==> src/rtl/core/frs_pkg.sv <==
// Shared types and constants for the filled shape rasterizer.
// No dependencies; used by every module of the block by scoped names.
package frs_pkg;

  // Scan coordinates: 13-bit signed covers pos +/- size for 12-bit pos, 11-bit size.
  localparam int unsigned CoordW    = 13;
  localparam int unsigned PosW      = 12;
  localparam int unsigned SizeW     = 11;
  localparam int unsigned RadSqW    = 22;
  localparam int unsigned ColourW   = 12;
  localparam int unsigned AddrW     = 30;
  localparam int unsigned PixelW    = 24;
  localparam int unsigned ApbAddrW  = 3;
  localparam int unsigned ApbDataW  = 32;

  localparam logic [AddrW-1:0] FrameBaseReset = 30'h2000_0000;

  // Register index taken from paddr[2] (word address).
  localparam logic RegFrameBase = 1'b0;

  typedef enum logic {
    KIND_START = 1'b0,
    KIND_TICK  = 1'b1
  } kind_e;

  // One scan position on its way to the pixel stage.
  typedef struct packed {
    logic signed [CoordW-1:0] x;
    logic signed [CoordW-1:0] y;
    logic signed [PosW-1:0]   cx;
    logic signed [PosW-1:0]   cy;
    logic [RadSqW-1:0]        rad_sq;
    logic                     circle;
    logic [ColourW-1:0]       colour;
    logic                     last;
  } scan_pos_t;

endpackage

==> src/rtl/core/frs_cfg_regs.sv <==
// APB register file of the filled shape rasterizer: the frame base word address.
// Depends on frs_pkg.
module frs_cfg_regs (
  input  logic                          clk_i,
  input  logic                          rst_ni,
  input  logic                          psel,
  input  logic                          penable,
  input  logic                          pwrite,
  input  logic [frs_pkg::ApbAddrW-1:0]  paddr,
  input  logic [frs_pkg::ApbDataW-1:0]  pwdata,
  output logic [frs_pkg::ApbDataW-1:0]  prdata,
  output logic                          pready,
  output logic [frs_pkg::AddrW-1:0]     frame_base_o
);

  logic [frs_pkg::AddrW-1:0] frame_base_q, frame_base_d;
  logic                      wr_en;

  assign wr_en = psel & penable & pwrite & (paddr[2] == frs_pkg::RegFrameBase);

  always_comb begin
    frame_base_d = frame_base_q;
    if (wr_en) begin
      frame_base_d = pwdata[frs_pkg::AddrW-1:0];
    end
  end

  always_ff @(posedge clk_i or negedge rst_ni) begin
    if (!rst_ni) begin
      frame_base_q <= frs_pkg::FrameBaseReset;
    end else begin
      frame_base_q <= frame_base_d;
    end
  end

  always_comb begin
    prdata = '0;
    if (paddr[2] == frs_pkg::RegFrameBase) begin
      prdata = {{(frs_pkg::ApbDataW - frs_pkg::AddrW){1'b0}}, frame_base_q};
    end
  end

  assign pready       = 1'b1;
  assign frame_base_o = frame_base_q;

endmodule

==> src/rtl/core/frs_scanner.sv <==
// Shape loader and scan walker: holds the current shape, steps x outer / y inner
// and registers one scan position per tick on a loaded shape. Depends on frs_pkg.
module frs_scanner (
  input  logic                           clk_i,
  input  logic                           rst_ni,
  input  logic                           in_valid_i,
  output logic                           in_ready_o,
  input  logic                           kind_i,
  input  logic                           shape_is_circle_i,
  input  logic signed [frs_pkg::PosW-1:0] pos_x_i,
  input  logic signed [frs_pkg::PosW-1:0] pos_y_i,
  input  logic [frs_pkg::SizeW-1:0]      size_a_i,
  input  logic [frs_pkg::SizeW-1:0]      size_b_i,
  input  logic [3:0]                     red_i,
  input  logic [3:0]                     green_i,
  input  logic [3:0]                     blue_i,
  output logic                           pos_valid_o,
  input  logic                           pos_ready_i,
  output frs_pkg::scan_pos_t             pos_o
);

  localparam int unsigned CW = frs_pkg::CoordW;

  logic                          busy_q, busy_d;
  logic                          circle_q, circle_d;
  logic signed [CW-1:0]          scan_x_q, scan_x_d;
  logic signed [CW-1:0]          scan_y_q, scan_y_d;
  logic signed [CW-1:0]          first_y_q, first_y_d;
  logic signed [CW-1:0]          end_x_q, end_x_d;
  logic signed [CW-1:0]          end_y_q, end_y_d;
  logic signed [frs_pkg::PosW-1:0] cx_q, cx_d;
  logic signed [frs_pkg::PosW-1:0] cy_q, cy_d;
  logic [frs_pkg::RadSqW-1:0]    rad_sq_q, rad_sq_d;
  logic [frs_pkg::ColourW-1:0]   colour_q, colour_d;

  logic                          pos_valid_q, pos_valid_d;
  frs_pkg::scan_pos_t            pos_q, pos_d;

  logic                          accept, is_tick, emit;
  logic signed [CW-1:0]          px, py, sa, sb, y_inc, x_inc;

  assign in_ready_o = !pos_valid_q || pos_ready_i;
  assign accept     = in_valid_i & in_ready_o;
  assign is_tick    = (kind_i == frs_pkg::KIND_TICK);
  assign emit       = accept & is_tick & busy_q;

  assign px    = {pos_x_i[frs_pkg::PosW-1], pos_x_i};
  assign py    = {pos_y_i[frs_pkg::PosW-1], pos_y_i};
  assign sa    = {{(CW - frs_pkg::SizeW){1'b0}}, size_a_i};
  assign sb    = {{(CW - frs_pkg::SizeW){1'b0}}, size_b_i};
  assign y_inc = scan_y_q + CW'(1);
  assign x_inc = scan_x_q + CW'(1);

  // Shape state update
  always_comb begin
    busy_d    = busy_q;
    circle_d  = circle_q;
    scan_x_d  = scan_x_q;
    scan_y_d  = scan_y_q;
    first_y_d = first_y_q;
    end_x_d   = end_x_q;
    end_y_d   = end_y_q;
    cx_d      = cx_q;
    cy_d      = cy_q;
    rad_sq_d  = rad_sq_q;
    colour_d  = colour_q;
    if (accept && !is_tick) begin
      circle_d = shape_is_circle_i;
      colour_d = {red_i, green_i, blue_i};
      cx_d     = pos_x_i;
      cy_d     = pos_y_i;
      if (shape_is_circle_i) begin
        rad_sq_d  = frs_pkg::RadSqW'(size_a_i) * frs_pkg::RadSqW'(size_a_i);
        scan_x_d  = px - sa;
        first_y_d = py - sa;
        scan_y_d  = py - sa;
        end_x_d   = px + sa;
        end_y_d   = py + sa;
        busy_d    = (size_a_i != '0);
      end else begin
        rad_sq_d  = '0;
        scan_x_d  = px;
        first_y_d = py;
        scan_y_d  = py;
        end_x_d   = px + sa;
        end_y_d   = py + sb;
        busy_d    = (size_a_i != '0) && (size_b_i != '0);
      end
    end else if (emit) begin
      if (y_inc >= end_y_q) begin
        scan_y_d = first_y_q;
        scan_x_d = x_inc;
        if (x_inc >= end_x_q) begin
          busy_d = 1'b0;
        end
      end else begin
        scan_y_d = y_inc;
      end
    end
  end

  // Position register toward the pixel stage
  always_comb begin
    pos_valid_d = pos_valid_q;
    pos_d       = pos_q;
    if (in_ready_o) begin
      pos_valid_d = emit;
    end
    if (emit) begin
      pos_d.x      = scan_x_q;
      pos_d.y      = scan_y_q;
      pos_d.cx     = cx_q;
      pos_d.cy     = cy_q;
      pos_d.rad_sq = rad_sq_q;
      pos_d.circle = circle_q;
      pos_d.colour = colour_q;
      pos_d.last   = (scan_x_q == end_x_q - CW'(1)) && (scan_y_q == end_y_q - CW'(1));
    end
  end

  always_ff @(posedge clk_i or negedge rst_ni) begin
    if (!rst_ni) begin
      busy_q      <= 1'b0;
      circle_q    <= 1'b0;
      scan_x_q    <= '0;
      scan_y_q    <= '0;
      first_y_q   <= '0;
      end_x_q     <= '0;
      end_y_q     <= '0;
      cx_q        <= '0;
      cy_q        <= '0;
      rad_sq_q    <= '0;
      colour_q    <= '0;
      pos_valid_q <= 1'b0;
    end else begin
      busy_q      <= busy_d;
      circle_q    <= circle_d;
      scan_x_q    <= scan_x_d;
      scan_y_q    <= scan_y_d;
      first_y_q   <= first_y_d;
      end_x_q     <= end_x_d;
      end_y_q     <= end_y_d;
      cx_q        <= cx_d;
      cy_q        <= cy_d;
      rad_sq_q    <= rad_sq_d;
      colour_q    <= colour_d;
      pos_valid_q <= pos_valid_d;
    end
  end

  always_ff @(posedge clk_i) begin
    pos_q <= pos_d;
  end

  assign pos_valid_o = pos_valid_q;
  assign pos_o       = pos_q;

endmodule

==> src/rtl/core/frs_pixel.sv <==
// Pixel stage: circle inside test, screen clip, address and colour packing into
// the result register. Depends on frs_pkg.
module frs_pixel #(
  parameter int unsigned SCREEN_WIDTH  = 640,
  parameter int unsigned SCREEN_HEIGHT = 480,
  parameter int unsigned ROW_STRIDE    = 1024
) (
  input  logic                         clk_i,
  input  logic                         rst_ni,
  input  logic                         pos_valid_i,
  output logic                         pos_ready_o,
  input  frs_pkg::scan_pos_t           pos_i,
  input  logic [frs_pkg::AddrW-1:0]    frame_base_i,
  output logic                         out_valid_o,
  input  logic                         out_ready_i,
  output logic                         write_enable_o,
  output logic [frs_pkg::AddrW-1:0]    word_address_o,
  output logic [frs_pkg::PixelW-1:0]   pixel_word_o,
  output logic                         last_o
);

  localparam int unsigned CW = frs_pkg::CoordW;
  localparam int unsigned DW = CW + 1;
  localparam int unsigned AW = frs_pkg::AddrW;

  logic signed [DW-1:0]       dx, dy;
  logic [2*DW-1:0]            sq_x, sq_y;
  logic [2*DW:0]              dist_sq;
  logic                       in_shape, on_screen, we;
  logic [AW-1:0]              addr;
  logic [frs_pkg::PixelW-1:0] pixel;

  logic                       out_valid_q, out_valid_d;
  logic                       we_q, we_d;
  logic [AW-1:0]              addr_q, addr_d;
  logic [frs_pkg::PixelW-1:0] pixel_q, pixel_d;
  logic                       last_q, last_d;

  assign pos_ready_o = !out_valid_q || out_ready_i;

  assign dx = {{2{pos_i.cx[frs_pkg::PosW-1]}}, pos_i.cx} - {pos_i.x[CW-1], pos_i.x};
  assign dy = {{2{pos_i.cy[frs_pkg::PosW-1]}}, pos_i.cy} - {pos_i.y[CW-1], pos_i.y};
  // Sign-extend before squaring so the product keeps its full width
  assign sq_x    = $unsigned((2*DW)'(dx) * (2*DW)'(dx));
  assign sq_y    = $unsigned((2*DW)'(dy) * (2*DW)'(dy));
  assign dist_sq = {1'b0, sq_x} + {1'b0, sq_y};
  assign in_shape = !pos_i.circle ||
                    (dist_sq <= {{(2*DW + 1 - frs_pkg::RadSqW){1'b0}}, pos_i.rad_sq});

  // Nonnegative coordinates compare as unsigned against the screen size
  assign on_screen = !pos_i.x[CW-1] && ($unsigned(pos_i.x) < CW'(SCREEN_WIDTH)) &&
                     !pos_i.y[CW-1] && ($unsigned(pos_i.y) < CW'(SCREEN_HEIGHT));
  assign we = in_shape && on_screen;

  assign addr  = frame_base_i
               + AW'(AW'(ROW_STRIDE) * {{(AW - CW + 1){1'b0}}, pos_i.y[CW-2:0]})
               + {{(AW - CW + 1){1'b0}}, pos_i.x[CW-2:0]};
  assign pixel = {pos_i.colour[11:8], 4'h0, pos_i.colour[7:4], 4'h0, pos_i.colour[3:0], 4'h0};

  always_comb begin
    out_valid_d = out_valid_q;
    we_d        = we_q;
    addr_d      = addr_q;
    pixel_d     = pixel_q;
    last_d      = last_q;
    if (pos_ready_o) begin
      out_valid_d = pos_valid_i;
    end
    if (pos_ready_o && pos_valid_i) begin
      we_d    = we;
      addr_d  = we ? addr : '0;
      pixel_d = we ? pixel : '0;
      last_d  = pos_i.last;
    end
  end

  always_ff @(posedge clk_i or negedge rst_ni) begin
    if (!rst_ni) begin
      out_valid_q <= 1'b0;
    end else begin
      out_valid_q <= out_valid_d;
    end
  end

  always_ff @(posedge clk_i) begin
    we_q    <= we_d;
    addr_q  <= addr_d;
    pixel_q <= pixel_d;
    last_q  <= last_d;
  end

  assign out_valid_o    = out_valid_q;
  assign write_enable_o = we_q;
  assign word_address_o = addr_q;
  assign pixel_word_o   = pixel_q;
  assign last_o         = last_q;

endmodule

==> src/rtl/core/filled_shape_rasterizer_unit.sv <==
// Filled rectangle / circle rasterizer. A start transaction (kind 0) loads a shape
// and produces no result; each tick transaction (kind 1) on a loaded shape walks one
// scan position (x outer, y inner) and produces one result transaction. Throughput is
// one transaction per cycle while the output does not stall; a tick's result passes
// through the scan position register and then the result register. Backpressure on the
// output stalls the input once both registers hold data. Frame base is set over APB.
// Depends on frs_pkg, frs_cfg_regs, frs_scanner and frs_pixel.
module filled_shape_rasterizer_unit #(
  parameter int unsigned SCREEN_WIDTH  = 640,
  parameter int unsigned SCREEN_HEIGHT = 480,
  parameter int unsigned ROW_STRIDE    = 1024
) (
  input  logic                            clk_i,
  input  logic                            rst_ni,
  input  logic                            psel,
  input  logic                            penable,
  input  logic                            pwrite,
  input  logic [frs_pkg::ApbAddrW-1:0]    paddr,
  input  logic [frs_pkg::ApbDataW-1:0]    pwdata,
  output logic [frs_pkg::ApbDataW-1:0]    prdata,
  output logic                            pready,
  input  logic                            in_valid_i,
  output logic                            in_ready_o,
  input  logic                            kind_i,
  input  logic                            shape_is_circle_i,
  input  logic signed [frs_pkg::PosW-1:0] pos_x_i,
  input  logic signed [frs_pkg::PosW-1:0] pos_y_i,
  input  logic [frs_pkg::SizeW-1:0]       size_a_i,
  input  logic [frs_pkg::SizeW-1:0]       size_b_i,
  input  logic [3:0]                      red_i,
  input  logic [3:0]                      green_i,
  input  logic [3:0]                      blue_i,
  output logic                            out_valid_o,
  input  logic                            out_ready_i,
  output logic                            write_enable_o,
  output logic [frs_pkg::AddrW-1:0]       word_address_o,
  output logic [frs_pkg::PixelW-1:0]      pixel_word_o,
  output logic                            last_o
);

  logic [frs_pkg::AddrW-1:0] frame_base;
  logic                      pos_valid, pos_ready;
  frs_pkg::scan_pos_t        pos;

  frs_cfg_regs u_cfg (
    .clk_i        (clk_i),
    .rst_ni       (rst_ni),
    .psel         (psel),
    .penable      (penable),
    .pwrite       (pwrite),
    .paddr        (paddr),
    .pwdata       (pwdata),
    .prdata       (prdata),
    .pready       (pready),
    .frame_base_o (frame_base)
  );

  frs_scanner u_scanner (
    .clk_i             (clk_i),
    .rst_ni            (rst_ni),
    .in_valid_i        (in_valid_i),
    .in_ready_o        (in_ready_o),
    .kind_i            (kind_i),
    .shape_is_circle_i (shape_is_circle_i),
    .pos_x_i           (pos_x_i),
    .pos_y_i           (pos_y_i),
    .size_a_i          (size_a_i),
    .size_b_i          (size_b_i),
    .red_i             (red_i),
    .green_i           (green_i),
    .blue_i            (blue_i),
    .pos_valid_o       (pos_valid),
    .pos_ready_i       (pos_ready),
    .pos_o             (pos)
  );

  frs_pixel #(
    .SCREEN_WIDTH  (SCREEN_WIDTH),
    .SCREEN_HEIGHT (SCREEN_HEIGHT),
    .ROW_STRIDE    (ROW_STRIDE)
  ) u_pixel (
    .clk_i          (clk_i),
    .rst_ni         (rst_ni),
    .pos_valid_i    (pos_valid),
    .pos_ready_o    (pos_ready),
    .pos_i          (pos),
    .frame_base_i   (frame_base),
    .out_valid_o    (out_valid_o),
    .out_ready_i    (out_ready_i),
    .write_enable_o (write_enable_o),
    .word_address_o (word_address_o),
    .pixel_word_o   (pixel_word_o),
    .last_o         (last_o)
  );

endmodule

==> config.mk <==
export PLATFORM = sky130hd
export DESIGN_NAME = filled_shape_rasterizer_unit
export DESIGN_NICKNAME = d
export VERILOG_FILES = /design/src/rtl/core/frs_pkg.sv /design/src/rtl/core/frs_cfg_regs.sv /design/src/rtl/core/frs_scanner.sv /design/src/rtl/core/frs_pixel.sv /design/src/rtl/core/filled_shape_rasterizer_unit.sv
export SDC_FILE = /design/constraint.sdc
export NUM_CORES = 2
export LEC_CHECK = 0
export ABC_AREA = 1
export BUFFER_PORTS_ARGS = -buffer_cell sky130_fd_sc_hd__buf_2
export CAP_MARGIN = 20
export CORE_MARGIN = 2
export CORE_UTILIZATION = 55
export CTS_CLUSTER_DIAMETER = 120
export CTS_CLUSTER_SIZE = 40
export DETAILED_ROUTE_END_ITERATION = 8
export PLACE_DENSITY = 0.77
export SLEW_MARGIN = 20
export SYNTH_ARGS = -nofsm -noshare
export SYNTH_HDL_FRONTEND = slang
export SYNTH_SLANG_ARGS = --single-unit
==> constraint.sdc <==
create_clock -name clk_i -period 13.5 [get_ports clk_i]
set_input_delay 2.7 -clock clk_i [delete_from_list [all_inputs] [get_ports clk_i]]
set_output_delay 2.7 -clock clk_i [all_outputs]
set_load 0.03 [all_outputs]
==> results.sh <==
export IMPL_drt_vias_per_instance=5.31
export IMPL_status="completed"
export IMPL_antenna_left=0
export IMPL_grt_pass1_vias=28700
export IMPL_tightest_slew_ps=1090
export IMPL_start_util_pct=55.4
export IMPL_tns_ps=0
export IMPL_fill_cells=6036
export IMPL_drc=0
export IMPL_synth_ff_type="dfrtp_1"
export IMPL_wire_per_inst_microns=16.2
export IMPL_clockBufferDepth=3
export IMPL_async_flop_share_pct=54.7
export IMPL_fin_ws_ps=2590
export IMPL_gr_usage_all_layers_pct=26.7
export IMPL_antenna_cells=0
export IMPL_crit_arrival_ps=11170
export IMPL_crit_path_start_kind="register"
export IMPL_clock_fmax_ghz=0.0917
export IMPL_syn_cell_area_sq_mm=0.0364
export IMPL_drive_above_1_share_pct=5.42
export IMPL_critPathTopFamily="adder cells"
export IMPL_grt_overflow_total=0
export IMPL_gp_congestion=0.967
export IMPL_cts_resized_gates=0
export IMPL_cts_buffers_inserted=12
export IMPL_crit_type="reg2reg"
export IMPL_fp_dieH_microns=261
export IMPL_clockRootBuffer="clkbuf_16"
export IMPL_design_area_sq_mm=0.0385
export IMPL_critPathSlowestCell="fa_1"
export IMPL_ios=193
export IMPL_cts_sinks=285
export IMPL_clock_latency_ps=520
export IMPL_portBuffers=173
export IMPL_first_pass_iters=8
export IMPL_relSlewSlack_pct=27.0
export IMPL_wirelength_microns=89000
export IMPL_critical_path_buf_inv_count=6
export IMPL_areaGrowthSynthToFinish_pct=5.85
export IMPL_grt_setup_unrepaired="no"
export IMPL_die_area_sq_mm=0.0682
export IMPL_syn_inst=4500
export IMPL_hold_viol=0
export IMPL_dr_first_iter_drc_count=2206
export IMPL_clock_skew_ps=45.2
export IMPL_fin_crit_ps=10910
export IMPL_crit_required_ps=13760
export IMPL_htree_num_levels=1
export IMPL_min_period_over_period_pct=80.8
export IMPL_utilization_pct=58.7
export IMPL_place_ws_ps=2580
export IMPL_syn_avg_cell_area_sq_um=8.09
export IMPL_core_sq_mm=0.0656
export IMPL_grt_pass1_wl_microns=145000
export IMPL_synth_seq_cells=285
export IMPL_placed_area_sq_mm=0.0381
export IMPL_path_max_fanout=43
export IMPL_post_cts_buffers=0
export IMPL_die_w_microns=261
export IMPL_slew_viol_final=0
export IMPL_cts_tree="yes"
export IMPL_num_nets_final=5522
export IMPL_cp_end_kind="register"
export IMPL_maxCapViolCount=0
export IMPL_setup_viol=0
export IMPL_grt_max_degree=88
export IMPL_antenna_found_initial=0
export IMPL_postCtsHoldBufs=0
export IMPL_dp_hpwl_microns=74400
export IMPL_seq_area_frac_synth_pct=21.4
export IMPL_critPathMaxStageDelay_ps=550
export IMPL_synth_edff_count=129
export IMPL_row_count=94
export IMPL_yosys_warnings=0
export IMPL_cpMostUsedCell="nand2_1"
export IMPL_min_path_type="reg2reg"
export IMPL_ys_types=64
export IMPL_num_vias=29200
export IMPL_cts_clk_slew_worst_paths_ps=140
[worst register-to-register path: cells and delay by family, from the launching register on]
family	cells	cell delay [ps]
XOR/XNOR	2	240
flip-flops	1	430
AO/OA/AOI/OAI	9	1620
adder cells (fa/ha/maj)	10	4340
AND/OR/NAND/NOR	20	3270
buffers and inverters	6	790
[through the flow]
step	hold WS, ps	std cells
CTS	456	5497
finish	456	5497
floorplan	400	4519
global route	476	5497
detailed placement	415	5477
global placement	407	5477
[kinds of logic (layout without fill, tap and decap cells)]
group / Yosys count / count (layout) / synth area share, %
fa+ha+maj: 793 / 793 / 36.0
other cells: 2 / 21 / 0.0206
buf+inv: 1093 / 1207 / 11.6
flops: 285 / 285 / 21.4
compound gates: 568 / 568 / 8.70
xor+xnor: 206 / 206 / 5.04
simple gates: 1553 / 1553 / 17.4
[state kept, by name, summed over array words and instances, names as in the netlist, 12 cells and up]
| name | count |
|---|---|
| u_cfg.frame_base_o | 30 |
| u_scanner.first_y_q | 13 |
| u_pixel.word_address_o | 30 |
| u_pixel.pixel_word_o | 12 |
| u_scanner.cx_q | 12 |
| u_scanner.end_y_q | 13 |
| u_scanner.scan_x_q | 13 |
| u_scanner.cy_q | 12 |
| u_scanner.pos_o | 85 |
| u_scanner.end_x_q | 13 |
| u_scanner.rad_sq_q | 21 |
| u_scanner.colour_q | 12 |
| u_scanner.scan_y_q | 13 |
[layer usage]
metal	vias to the layer above	part of all wire (%)	track usage [%]
met5	-	0	0
met4	0	2.5	6.00
met3	105	6.6	3.16
met2	925	47	44.6
met1	14000	44	37.5
li1	14200	-	-
[final cells by class]
cell class | count | area, sq um | share of cell area, %
clock buffer | 17 | 340 | 0.884
tap | 864 | 1080 | 2.81
sequential | 285 | 7780 | 20.2
multi-input combinational | 3141 | 24500 | 63.6
inverter | 1002 | 3760 | 9.77
timing repair buffer | 185 | 966 | 2.51
clock inverter | 3 | 90.1 | 0.234
[path summary, 6_finish.rpt]
check                                          from                         end  slack [ps]  cells past startpoint
worst max register to register  u_scanner.pos_o[75]  u_pixel.word_address_o[17]        2590                     47
max in group asynchronous                    rst_ni           u_scanner.cx_q[9]       10130                      2
worst max-delay path            u_scanner.pos_o[75]  u_pixel.word_address_o[17]        2590                     47
worst min register to register   u_scanner.pos_o[0]              u_pixel.last_o         460                      0
min in group asynchronous                    rst_ni      u_scanner.colour_q[10]        2170                      1
worst min-delay path             u_scanner.pos_o[0]              u_pixel.last_o         460                      0
[synth_stat cells (4+ instances only)]
| library cell | n | area (sq um) |
|---|---|---|
| fa_1 | 421 | 8430 |
| o31ai_1 | 6 | 45.0 |
| o211ai_1 | 8 | 60.1 |
| inv_1 | 989 | 3710 |
| a211oi_1 | 6 | 45.0 |
| o2111ai_1 | 6 | 52.6 |
| nor3_1 | 37 | 185 |
| o21ai_1 | 9 | 45.0 |
| o22ai_1 | 10 | 62.6 |
| dfrtp_1 | 155 | 3880 |
| or2_2 | 17 | 106 |
| ha_1 | 372 | 4650 |
| a31oi_1 | 15 | 93.8 |
| buf_6 | 4 | 45.0 |
| nand3_1 | 126 | 631 |
| nand4_1 | 37 | 231 |
| clkbuf_1 | 61 | 229 |
| a21oi_1 | 263 | 1320 |
| xnor2_1 | 66 | 578 |
| buf_2 | 5 | 25.0 |
| inv_2 | 10 | 37.5 |
| nand3b_1 | 4 | 30.0 |
| nor3b_1 | 4 | 30.0 |
| o21bai_1 | 18 | 135 |
| xor2_1 | 136 | 1190 |
| nand2_1 | 875 | 3280 |
| nor4_1 | 20 | 125 |
| nor2_1 | 418 | 1570 |
| o21ai_0 | 175 | 876 |
| a21o_1 | 18 | 135 |
| buf_4 | 17 | 128 |
| o221ai_1 | 6 | 52.6 |
| o21a_1 | 9 | 67.6 |
| edfxtp_1 | 129 | 3870 |
[layout by cell type, fill, tap and decap left out, types with 8 or more instances in the layout]
master,instances
edfxtp_1,129
nor4_1,20
fa_1,421
o21bai_1,18
xnor2_1,66
a21oi_1,262
o211ai_1,8
a21o_1,18
xor2_1,136
buf_4,11
nand3_1,126
nor3_1,37
conb_1,21
o21a_1,9
dfrtp_1,155
o22ai_1,10
inv_1,989
nand2_1,875
buf_2,172
o21ai_0,175
or2_2,17
a31oi_1,15
nor2_1,418
o21ai_1,9
inv_2,9
ha_1,372
clkbuf_16,13
nand4_1,37
Power is not shown: default switching activity piles up to over one toggle a cycle in this logic, so the estimate is an artifact.
